**config.mk**
```make
export PLATFORM = sky130hd
export DESIGN_NAME = ata_taskfile_command_issuer
export DESIGN_NICKNAME = d
export VERILOG_FILES = /design/src/design/ati_pkg.sv /design/src/design/ata_taskfile_command_issuer.sv /design/src/design/ati_front.sv /design/src/design/ati_queue.sv /design/src/design/ati_back.sv
export SDC_FILE = /design/constraint.sdc
export NUM_CORES = 1
export LEC_CHECK = 0
export ABC_AREA = 0
export BUFFER_PORTS_ARGS = -buffer_cell sky130_fd_sc_hd__buf_2
export CORE_ASPECT_RATIO = 0.8
export CORE_MARGIN = 8
export CORE_UTILIZATION = 62
export DETAILED_ROUTE_END_ITERATION = 12
export HOLD_SLACK_MARGIN = 0.05
export MAX_ROUTING_LAYER = met4
export PLACE_DENSITY = 0.84
export RECOVER_POWER = 100
export SLEW_MARGIN = 20
export SYNTH_ARGS = -nofsm -noshare
export SYNTH_HDL_FRONTEND = slang
export SYNTH_SLANG_ARGS = --single-unit
```
**constraint.sdc**
```tcl
create_clock -name clk -period 7.5 [get_ports clk]
set_input_delay 1.875 -clock clk [delete_from_list [all_inputs] [get_ports clk]]
set_output_delay 1.875 -clock clk [all_outputs]
set_load 0.1 [all_outputs]
```
**src/design/ati_pkg.sv**
```systemverilog
// ----------------------------------------------------------------------------
// ati_pkg
// types and constants of the ata task-file command issuer
// ----------------------------------------------------------------------------
`default_nettype none

package ati_pkg;

  typedef struct packed {
    logic        action;
    logic [1:0]  drive_index;
    logic [31:0] block_address;
    logic [7:0]  sector_count;
  } in_item_t;

  typedef struct packed {
    logic       bus_channel;
    logic [3:0] reg_index;
    logic [7:0] reg_value;
    logic       last;
  } out_item_t;

  // classified request handed from front to back
  typedef struct packed {
    logic       chan;
    logic       wide;
    logic [7:0] select;
    logic [7:0] count;
    logic [7:0] lba0;
    logic [7:0] lba1;
    logic [7:0] lba2;
    logic [7:0] lba3;
    logic [7:0] command;
  } desc_t;

  // register write sequence of the back end
  typedef enum logic [4:0] {
    ST_CTRL,
    ST_SELECT,
    ST_HOB_A,
    ST_COUNT1,
    ST_LOB_A,
    ST_HOB_B,
    ST_LBA3,
    ST_LOB_B,
    ST_HOB_C,
    ST_LBA4,
    ST_LOB_C,
    ST_HOB_D,
    ST_LBA5,
    ST_LOB_D,
    ST_COUNT0,
    ST_LBA0,
    ST_LBA1,
    ST_LBA2,
    ST_COMMAND
  } step_t;

  localparam logic [1:0] CFG_CHANNEL_MAP = 2'd0;
  localparam logic [1:0] CFG_SLAVE_MAP   = 2'd1;
  localparam logic [1:0] CFG_LBA_MAP     = 2'd2;

  localparam logic [3:0] REG_COUNT0  = 4'd2;
  localparam logic [3:0] REG_LBA0    = 4'd3;
  localparam logic [3:0] REG_LBA1    = 4'd4;
  localparam logic [3:0] REG_LBA2    = 4'd5;
  localparam logic [3:0] REG_SELECT  = 4'd6;
  localparam logic [3:0] REG_COMMAND = 4'd7;
  localparam logic [3:0] REG_COUNT1  = 4'd8;
  localparam logic [3:0] REG_LBA3    = 4'd9;
  localparam logic [3:0] REG_LBA4    = 4'd10;
  localparam logic [3:0] REG_LBA5    = 4'd11;
  localparam logic [3:0] REG_CONTROL = 4'd12;

  localparam logic [7:0] CTRL_NIEN = 8'h02;
  localparam logic [7:0] CTRL_HOB  = 8'h80;

  localparam logic [7:0] SEL_LBA = 8'hE0;
  localparam logic [7:0] SEL_CHS = 8'hA0;

  localparam logic [7:0] CMD_READ       = 8'h20;
  localparam logic [7:0] CMD_WRITE      = 8'h30;
  localparam logic [7:0] CMD_READ_EXT   = 8'h24;
  localparam logic [7:0] CMD_WRITE_EXT  = 8'h34;

  localparam logic [31:0] LBA48_START = 32'h1000_0000;

  // floor(x / 63) = (x * CHS_RECIP) >> CHS_SHIFT for every 28-bit x
  localparam logic [28:0] CHS_RECIP = 29'd272696337;
  localparam int unsigned CHS_SHIFT = 34;

endpackage

`default_nettype wire

```
**src/design/ata_taskfile_command_issuer.sv**
```systemverilog
// ----------------------------------------------------------------------------
// ata_taskfile_command_issuer
// turns a sector request into the ordered ata task-file register writes
// ----------------------------------------------------------------------------
// A request is taken when start is high and busy is low. Each request yields
// 19 register writes in lba48 mode and 7 in lba28 or chs mode, one write per
// clock on out_item, flagged by out_valid for one cycle; the command write
// carries last. The back end issues one write per cycle, and the front end
// takes one request per cycle while busy is low, classifying it through the
// front stage into a queue of QUEUE_DEPTH entries; busy rises only when that
// queue and the front stage hold QUEUE_DEPTH requests. With the queue empty,
// a request passes the front stage register and the queue before its first
// write is registered onto the ports. The receiver cannot stall: every write
// must be taken in the cycle it is shown.
// ----------------------------------------------------------------------------
`default_nettype none

module ata_taskfile_command_issuer
  import ati_pkg::*;
#(
  parameter int unsigned QUEUE_DEPTH = 4
) (
  input  wire logic       clk,
  input  wire logic       rst_n,
  input  wire logic       start,
  output logic            busy,
  input  wire in_item_t   in_item,
  output logic            out_valid,
  output out_item_t       out_item,
  input  wire logic       cfg_we,
  input  wire logic [1:0] cfg_index,
  input  wire logic [3:0] cfg_data
);

  localparam int unsigned LVL_W = $clog2(QUEUE_DEPTH + 1);

  logic             push;
  desc_t            push_desc;
  logic             pop;
  desc_t            head_desc;
  logic             empty;
  logic [LVL_W-1:0] q_level;

  ati_front #(
    .DEPTH (QUEUE_DEPTH)
  ) u_front (
    .clk       (clk),
    .rst_n     (rst_n),
    .start     (start),
    .in_item   (in_item),
    .cfg_we    (cfg_we),
    .cfg_index (cfg_index),
    .cfg_data  (cfg_data),
    .q_level   (q_level),
    .busy      (busy),
    .push      (push),
    .push_desc (push_desc)
  );

  ati_queue #(
    .DEPTH (QUEUE_DEPTH)
  ) u_queue (
    .clk       (clk),
    .rst_n     (rst_n),
    .push      (push),
    .push_desc (push_desc),
    .pop       (pop),
    .head_desc (head_desc),
    .empty     (empty),
    .level     (q_level)
  );

  ati_back u_back (
    .clk       (clk),
    .rst_n     (rst_n),
    .empty     (empty),
    .head_desc (head_desc),
    .pop       (pop),
    .out_valid (out_valid),
    .out_item  (out_item)
  );

endmodule

`default_nettype wire

```
**src/design/ati_front.sv**
```systemverilog
// ----------------------------------------------------------------------------
// ati_front
// accepts requests, holds the drive maps and classifies each request into
// lba48, lba28 or chs register bytes behind its s1 register
// ----------------------------------------------------------------------------
`default_nettype none

module ati_front
  import ati_pkg::*;
#(
  parameter int unsigned DEPTH = 4
) (
  input  wire logic                             clk,
  input  wire logic                             rst_n,
  input  wire logic                             start,
  input  wire in_item_t                         in_item,
  input  wire logic                             cfg_we,
  input  wire logic [1:0]                       cfg_index,
  input  wire logic [3:0]                       cfg_data,
  input  wire logic [$clog2(DEPTH+1)-1:0]       q_level,
  output logic                                  busy,
  output logic                                  push,
  output desc_t                                 push_desc
);

  localparam int unsigned LVL_W = $clog2(DEPTH + 1);
  localparam int unsigned QUOT_W = 23;

  logic [3:0] chan_map_r;
  logic [3:0] slave_map_r;
  logic [3:0] lba_map_r;

  logic              s1_valid_r;
  in_item_t          s1_item_r;
  logic              s1_chan_r;
  logic              s1_slave_r;
  logic              s1_lba_r;
  logic [QUOT_W-1:0] s1_quot_r;

  logic              accept;
  logic [56:0]       prod;
  logic [LVL_W:0]    pending;

  logic              wide;
  logic [5:0]        rem;
  logic [7:0]        sect;
  logic [3:0]        head;
  logic [15:0]       cyl;
  logic [7:0]        slave_bit;

  assign pending = {1'b0, q_level} + (LVL_W + 1)'(s1_valid_r);
  assign busy    = pending >= (LVL_W + 1)'(DEPTH);
  assign accept  = start && !busy;

  always_ff @(posedge clk) begin
    if (!rst_n) begin
      chan_map_r  <= '0;
      slave_map_r <= '0;
      lba_map_r   <= '0;
    end else if (cfg_we) begin
      case (cfg_index)
        CFG_CHANNEL_MAP: chan_map_r  <= cfg_data;
        CFG_SLAVE_MAP:   slave_map_r <= cfg_data;
        CFG_LBA_MAP:     lba_map_r   <= cfg_data;
        default: ;
      endcase
    end
  end

  // divide by 63 through the reciprocal
  assign prod = 57'(in_item.block_address[27:0]) * 57'(CHS_RECIP);

  always_ff @(posedge clk) begin
    if (!rst_n) begin
      s1_valid_r <= 1'b0;
    end else begin
      s1_valid_r <= accept;
    end
  end

  always_ff @(posedge clk) begin
    if (accept) begin
      s1_item_r  <= in_item;
      s1_chan_r  <= chan_map_r[in_item.drive_index];
      s1_slave_r <= slave_map_r[in_item.drive_index];
      s1_lba_r   <= lba_map_r[in_item.drive_index];
      s1_quot_r  <= prod[56:CHS_SHIFT];
    end
  end

  // remainder: addr = 63q + r, so r = addr + q mod 64
  assign wide      = s1_item_r.block_address >= LBA48_START;
  assign rem       = s1_item_r.block_address[5:0] + s1_quot_r[5:0];
  assign sect      = {2'b00, rem} + 8'd1;
  assign head      = s1_quot_r[3:0];
  assign cyl       = s1_quot_r[19:4];
  assign slave_bit = {3'b000, s1_slave_r, 4'b0000};

  always_comb begin
    push_desc       = '0;
    push_desc.chan  = s1_chan_r;
    push_desc.wide  = wide;
    push_desc.count = s1_item_r.sector_count;
    push_desc.lba3  = s1_item_r.block_address[31:24];
    if (wide) begin
      push_desc.select  = SEL_LBA | slave_bit;
      push_desc.lba0    = s1_item_r.block_address[7:0];
      push_desc.lba1    = s1_item_r.block_address[15:8];
      push_desc.lba2    = s1_item_r.block_address[23:16];
      push_desc.command = s1_item_r.action ? CMD_WRITE_EXT : CMD_READ_EXT;
    end else if (s1_lba_r) begin
      push_desc.select  = SEL_LBA | slave_bit | {4'b0000, s1_item_r.block_address[27:24]};
      push_desc.lba0    = s1_item_r.block_address[7:0];
      push_desc.lba1    = s1_item_r.block_address[15:8];
      push_desc.lba2    = s1_item_r.block_address[23:16];
      push_desc.command = s1_item_r.action ? CMD_WRITE : CMD_READ;
    end else begin
      push_desc.select  = SEL_CHS | slave_bit | {4'b0000, head};
      push_desc.lba0    = sect;
      push_desc.lba1    = cyl[7:0];
      push_desc.lba2    = cyl[15:8];
      push_desc.command = s1_item_r.action ? CMD_WRITE : CMD_READ;
    end
  end

  assign push = s1_valid_r;

endmodule

`default_nettype wire

```
**src/design/ati_queue.sv**
```systemverilog
// ----------------------------------------------------------------------------
// ati_queue
// small queue of classified requests between front and back
// ----------------------------------------------------------------------------
`default_nettype none

module ati_queue
  import ati_pkg::*;
#(
  parameter int unsigned DEPTH = 4
) (
  input  wire logic                        clk,
  input  wire logic                        rst_n,
  input  wire logic                        push,
  input  wire desc_t                       push_desc,
  input  wire logic                        pop,
  output desc_t                            head_desc,
  output logic                             empty,
  output logic [$clog2(DEPTH+1)-1:0]       level
);

  localparam int unsigned PTR_W = $clog2(DEPTH);
  localparam int unsigned LVL_W = $clog2(DEPTH + 1);

  desc_t            mem_r [DEPTH];
  logic [PTR_W-1:0] wr_ptr_r;
  logic [PTR_W-1:0] rd_ptr_r;
  logic [LVL_W-1:0] level_r;
  logic [PTR_W-1:0] wr_ptr_nxt;
  logic [PTR_W-1:0] rd_ptr_nxt;
  logic [LVL_W-1:0] level_nxt;

  always_comb begin
    wr_ptr_nxt = wr_ptr_r;
    rd_ptr_nxt = rd_ptr_r;
    if (push) begin
      wr_ptr_nxt = (wr_ptr_r == PTR_W'(DEPTH - 1)) ? '0 : wr_ptr_r + 1'b1;
    end
    if (pop) begin
      rd_ptr_nxt = (rd_ptr_r == PTR_W'(DEPTH - 1)) ? '0 : rd_ptr_r + 1'b1;
    end
    level_nxt = level_r + LVL_W'(push) - LVL_W'(pop);
  end

  always_ff @(posedge clk) begin
    if (!rst_n) begin
      wr_ptr_r <= '0;
      rd_ptr_r <= '0;
      level_r  <= '0;
    end else begin
      wr_ptr_r <= wr_ptr_nxt;
      rd_ptr_r <= rd_ptr_nxt;
      level_r  <= level_nxt;
    end
  end

  always_ff @(posedge clk) begin
    if (push) begin
      mem_r[wr_ptr_r] <= push_desc;
    end
  end

  assign head_desc = mem_r[rd_ptr_r];
  assign empty     = level_r == '0;
  assign level     = level_r;

endmodule

`default_nettype wire

```
**src/design/ati_back.sv**
```systemverilog
// ----------------------------------------------------------------------------
// ati_back
// walks the register write sequence of the head request, one write a cycle
// ----------------------------------------------------------------------------
`default_nettype none

module ati_back
  import ati_pkg::*;
(
  input  wire logic  clk,
  input  wire logic  rst_n,
  input  wire logic  empty,
  input  wire desc_t head_desc,
  output logic       pop,
  output logic       out_valid,
  output out_item_t  out_item
);

  step_t      step_r;
  step_t      step_nxt;
  logic       out_valid_r;
  out_item_t  out_item_r;
  out_item_t  item;
  logic       emit;

  assign emit = !empty;

  always_comb begin
    item             = '0;
    item.bus_channel = head_desc.chan;
    item.reg_index   = REG_CONTROL;
    item.reg_value   = CTRL_NIEN;
    case (step_r)
      ST_CTRL, ST_LOB_A, ST_LOB_B, ST_LOB_C, ST_LOB_D: begin
        item.reg_index = REG_CONTROL;
        item.reg_value = CTRL_NIEN;
      end
      ST_HOB_A, ST_HOB_B, ST_HOB_C, ST_HOB_D: begin
        item.reg_index = REG_CONTROL;
        item.reg_value = CTRL_HOB | CTRL_NIEN;
      end
      ST_SELECT: begin
        item.reg_index = REG_SELECT;
        item.reg_value = head_desc.select;
      end
      ST_COUNT1: begin
        item.reg_index = REG_COUNT1;
        item.reg_value = '0;
      end
      ST_LBA3: begin
        item.reg_index = REG_LBA3;
        item.reg_value = head_desc.lba3;
      end
      ST_LBA4: begin
        item.reg_index = REG_LBA4;
        item.reg_value = '0;
      end
      ST_LBA5: begin
        item.reg_index = REG_LBA5;
        item.reg_value = '0;
      end
      ST_COUNT0: begin
        item.reg_index = REG_COUNT0;
        item.reg_value = head_desc.count;
      end
      ST_LBA0: begin
        item.reg_index = REG_LBA0;
        item.reg_value = head_desc.lba0;
      end
      ST_LBA1: begin
        item.reg_index = REG_LBA1;
        item.reg_value = head_desc.lba1;
      end
      ST_LBA2: begin
        item.reg_index = REG_LBA2;
        item.reg_value = head_desc.lba2;
      end
      ST_COMMAND: begin
        item.reg_index = REG_COMMAND;
        item.reg_value = head_desc.command;
        item.last      = 1'b1;
      end
      default: ;
    endcase
  end

  always_comb begin
    step_nxt = step_r;
    if (emit) begin
      if (step_r == ST_COMMAND) begin
        step_nxt = ST_CTRL;
      end else if (step_r == ST_SELECT && !head_desc.wide) begin
        step_nxt = ST_COUNT0;
      end else begin
        step_nxt = step_t'(step_r + 5'd1);
      end
    end
  end

  assign pop = emit && (step_r == ST_COMMAND);

  always_ff @(posedge clk) begin
    if (!rst_n) begin
      step_r      <= ST_CTRL;
      out_valid_r <= 1'b0;
    end else begin
      step_r      <= step_nxt;
      out_valid_r <= emit;
    end
  end

  always_ff @(posedge clk) begin
    if (emit) begin
      out_item_r <= item;
    end
  end

  assign out_valid = out_valid_r;
  assign out_item  = out_item_r;

endmodule

`default_nettype wire

```
==> impl_metrics.tcl <==
set metrics [dict create \
    status "finished with violations" \
    violations "capacitance limit, slew limit" \
    slew_viol_final 316 \
    yosysTopAreaCellShare_pct 48.7 \
    cts.repair.resized 0 \
    grt_max_degree 66 \
    vias 10103 \
    ys_seq_elements 302 \
    worst_hold_path_type "reg2reg" \
    path_clk_slew_ns 0.06 \
    power.density_mw_per_mm2 287 \
    finalCriticalPeriod_ns 6.67 \
    setup_violations 0 \
    critPathRequiredTime_ns 7.79 \
    finalWirelength_mm 37.4 \
    yosysTopAreaCell "edfxtp_1" \
    crit_arrival_ns 6.96 \
    area_growth_syn_to_layout_pct 9.21 \
    routedWlPerCell_um 22.2 \
    synth_area_per_cell_um2 13.9 \
    rsz0062_at_grt "false" \
    coreArea_mm2 0.0270 \
    synth_area_mm2 0.0169 \
    grt_pass1_vias 10509 \
    placed_cell_area_mm2 0.0177 \
    fin_nets 1596 \
    cap_violations 6 \
    max_freq_mhz 150 \
    cts_tree "yes" \
    yosysWarnings 0 \
    leakagePower_uw 0.00748 \
    vdd_drop_max_mv 0.238 \
    firstDrtPassIters 7 \
    synth_ff_type "edfxtp_1" \
    r2r_slack_ns 3.06 \
    worstPathMaxFanout 5 \
    post_drt_via_cell_ratio 6.01 \
    slew_headroom_pct -159 \
    antenna_found_initial 1 \
    fin_worst_skew_ns 0.0288 \
    post_cts_buffers 0 \
    clock-sinks 302 \
    startpoint_type "input port" \
    endpoint_kind "flop" \
    cts_buffers 28 \
    drt_iter0_drc 857 \
    gp_congestion 0.930 \
    holdBufCountCts 0 \
    fin_area_mm2 0.0184 \
    grt-ovfl-total 0 \
    syn_inst 1214 \
    ys_seq_area_share_pct 52.0 \
    finalSetupTns_ns 0 \
    root_buffer "clkbuf_16" \
    criticalPathCategory "in2reg" \
    grt_usage_pct 23.6 \
    port_buffers 68 \
    worst_pin_slew_ns 3.88 \
    drc 0 \
    ant_nets 0 \
    die_area_mm2 0.0328 \
    post-dp-hpwl_mm 26.2 \
    insertion_delay_ns 0.56 \
    synth.distinct_cells 67 \
    grt_pass1_wl_mm 58.8 \
    clock_path_buffers 3 \
    post-route-period-util_pct 88.9 \
    rows 54 \
    final_hold_viol_count 0 \
    dieWidth_um 201 \
    ys_async_sr_fraction_pct 0 \
    synth_area_leaders "edfxtp_1 49%, ha_1 14%, fa_1 7.1%" \
    syn_nets 1517 \
    htreeDepth 1 \
    initial_core_util_pct 62.5 \
    synth_edf_count 274 \
    pin_count 69 \
    drive_above_1_share_pct 10.2 \
    die_y_um 164 \
]
==> worst max-delay path: stages <==
cell,delay (ns)
clkbuf_1,0.37
ha_1,0.24
ha_1,0.14
inv_1,0.05
fa_1,0.46
fa_1,0.43
fa_1,0.51
inv_1,0.06
fa_1,0.48
ha_1,0.36
a21oi_1,0.23
o21ai_0,0.11
a211oi_1,0.28
o211ai_1,0.12
o21ai_0,0.42
a41oi_4,0.23
o41ai_4,0.31
o21bai_1,0.14
xnor2_1,0.13
==> worst paths after layout <==
kind | start | end | cells past startpoint
setup / recovery | in_item[30] | u_front.s1_quot_r[19] | 19
hold / removal | u_queue.rd_ptr_r[1] | flop | 2
setup reg to reg | u_queue.level[1] | u_front.s1_item_r[42] | 5
hold reg to reg | u_queue.rd_ptr_r[1] | flop | 2
==> power breakdown <==
group,internal (uW),switching (uW)
Clock,776,607
Combinational,709,1130
Sequential,2010,63.6
==> cell type report <==
type / instances / area (um^2)
flip-flops and latches: 302 / 8790
fillers: 1866 / 8580
multi-input cells: 742 / 7430
clock buffers: 42 / 793
inverters: 142 / 533
well taps: 364 / 455
repair buffers: 77 / 320
clock inverters: 10 / 120
diodes: 1 / 2.50
==> Yosys cell counts, types with 4 or more instances <==
| library cell | instances |
|---|---|
| nor2b_1 | 29 |
| o21bai_1 | 4 |
| nand2_1 | 91 |
| o21a_1 | 4 |
| a21oi_1 | 43 |
| a211oi_1 | 4 |
| ha_1 | 190 |
| nand2b_1 | 4 |
| dfxtp_1 | 28 |
| edfxtp_1 | 274 |
| a21o_1 | 21 |
| fa_1 | 60 |
| a221oi_1 | 5 |
| a22oi_1 | 12 |
| mux4_2 | 52 |
| and2_1 | 12 |
| xor2_1 | 7 |
| xnor2_1 | 21 |
| and3_1 | 6 |
| inv_1 | 140 |
| nand3b_1 | 4 |
| o211ai_1 | 8 |
| buf_2 | 7 |
| o21ai_0 | 29 |
| mux2i_1 | 19 |
| nand3_1 | 19 |
| nor3_1 | 7 |
| nor2_1 | 29 |
| clkbuf_1 | 19 |
| nand4_1 | 12 |
==> metrics by stage <==
step,hold WS (ns),power [uW],util [%],instances,setup WS [ns]
after floorplan,0.459,3480,-,1214,1.15
after global routing,0.538,5600,68.3,1680,0.498
after global placement,0.474,3860,65.3,1627,0.768
after detailed placement,0.499,3920,65.3,1627,0.630
after CTS,0.508,5310,68.7,1679,1.17
final,0.508,5300,68.3,1680,0.829
==> metal layers <==
metal / wire length (um) / global-route usage [%] / part of all wire [%]
met1: 15800 / 30.8 / 42
met2: 17800 / 38.0 / 48
met3: 2930 / 4.90 / 7.8
met4: 873 / 5.48 / 2.3
met5: 0 / - / 0
==> cells in the final DEF (no fill, tap or decap), types with 5 or more instances in the layout <==
master	n
a221oi_1	5
buf_2	19
xor2_1	7
mux2i_1	19
inv_1	142
o21ai_0	30
mux4_2	52
and2_2	5
nor3_1	7
ha_1	190
and3_1	6
clkbuf_1	66
a21oi_1	43
nand3_1	19
nand4_1	12
clkbuf_16	28
nor2_1	31
a22oi_1	12
a21o_1	21
edfxtp_1	274
and2_0	5
dfxtp_1	26
nor2b_1	29
nand2_1	91
xnor2_1	21
o211ai_1	9
fa_1	60
==> cell families after synthesis <==
kind of cell	share of synthesized area, %
buffers and inverters	3.83
adder cells (fa/ha/maj)	21.2
XOR/XNOR	1.45
flip-flops	52.0
multiplexers	8.06
AND/OR/NAND/NOR	6.63
AO/OA/AOI/OAI	6.83
==> sequential cells by signal, indices dropped and copies added, names as in the netlist, 2 cells and up, named ones only <==
register and count:
u_back.out_item 14, u_queue.mem_r 196, u_front.s1_quot_r 20, u_front.lba_map_r 4
u_queue.level 3, u_queue.rd_ptr_r 2, u_front.push_desc 16, u_queue.wr_ptr_r 2
u_front.s1_item_r 25, u_back.step_r 5, u_front.chan_map_r 4, u_front.slave_map_r 4
No activity file was read; power rests on OpenSTA's default activity.
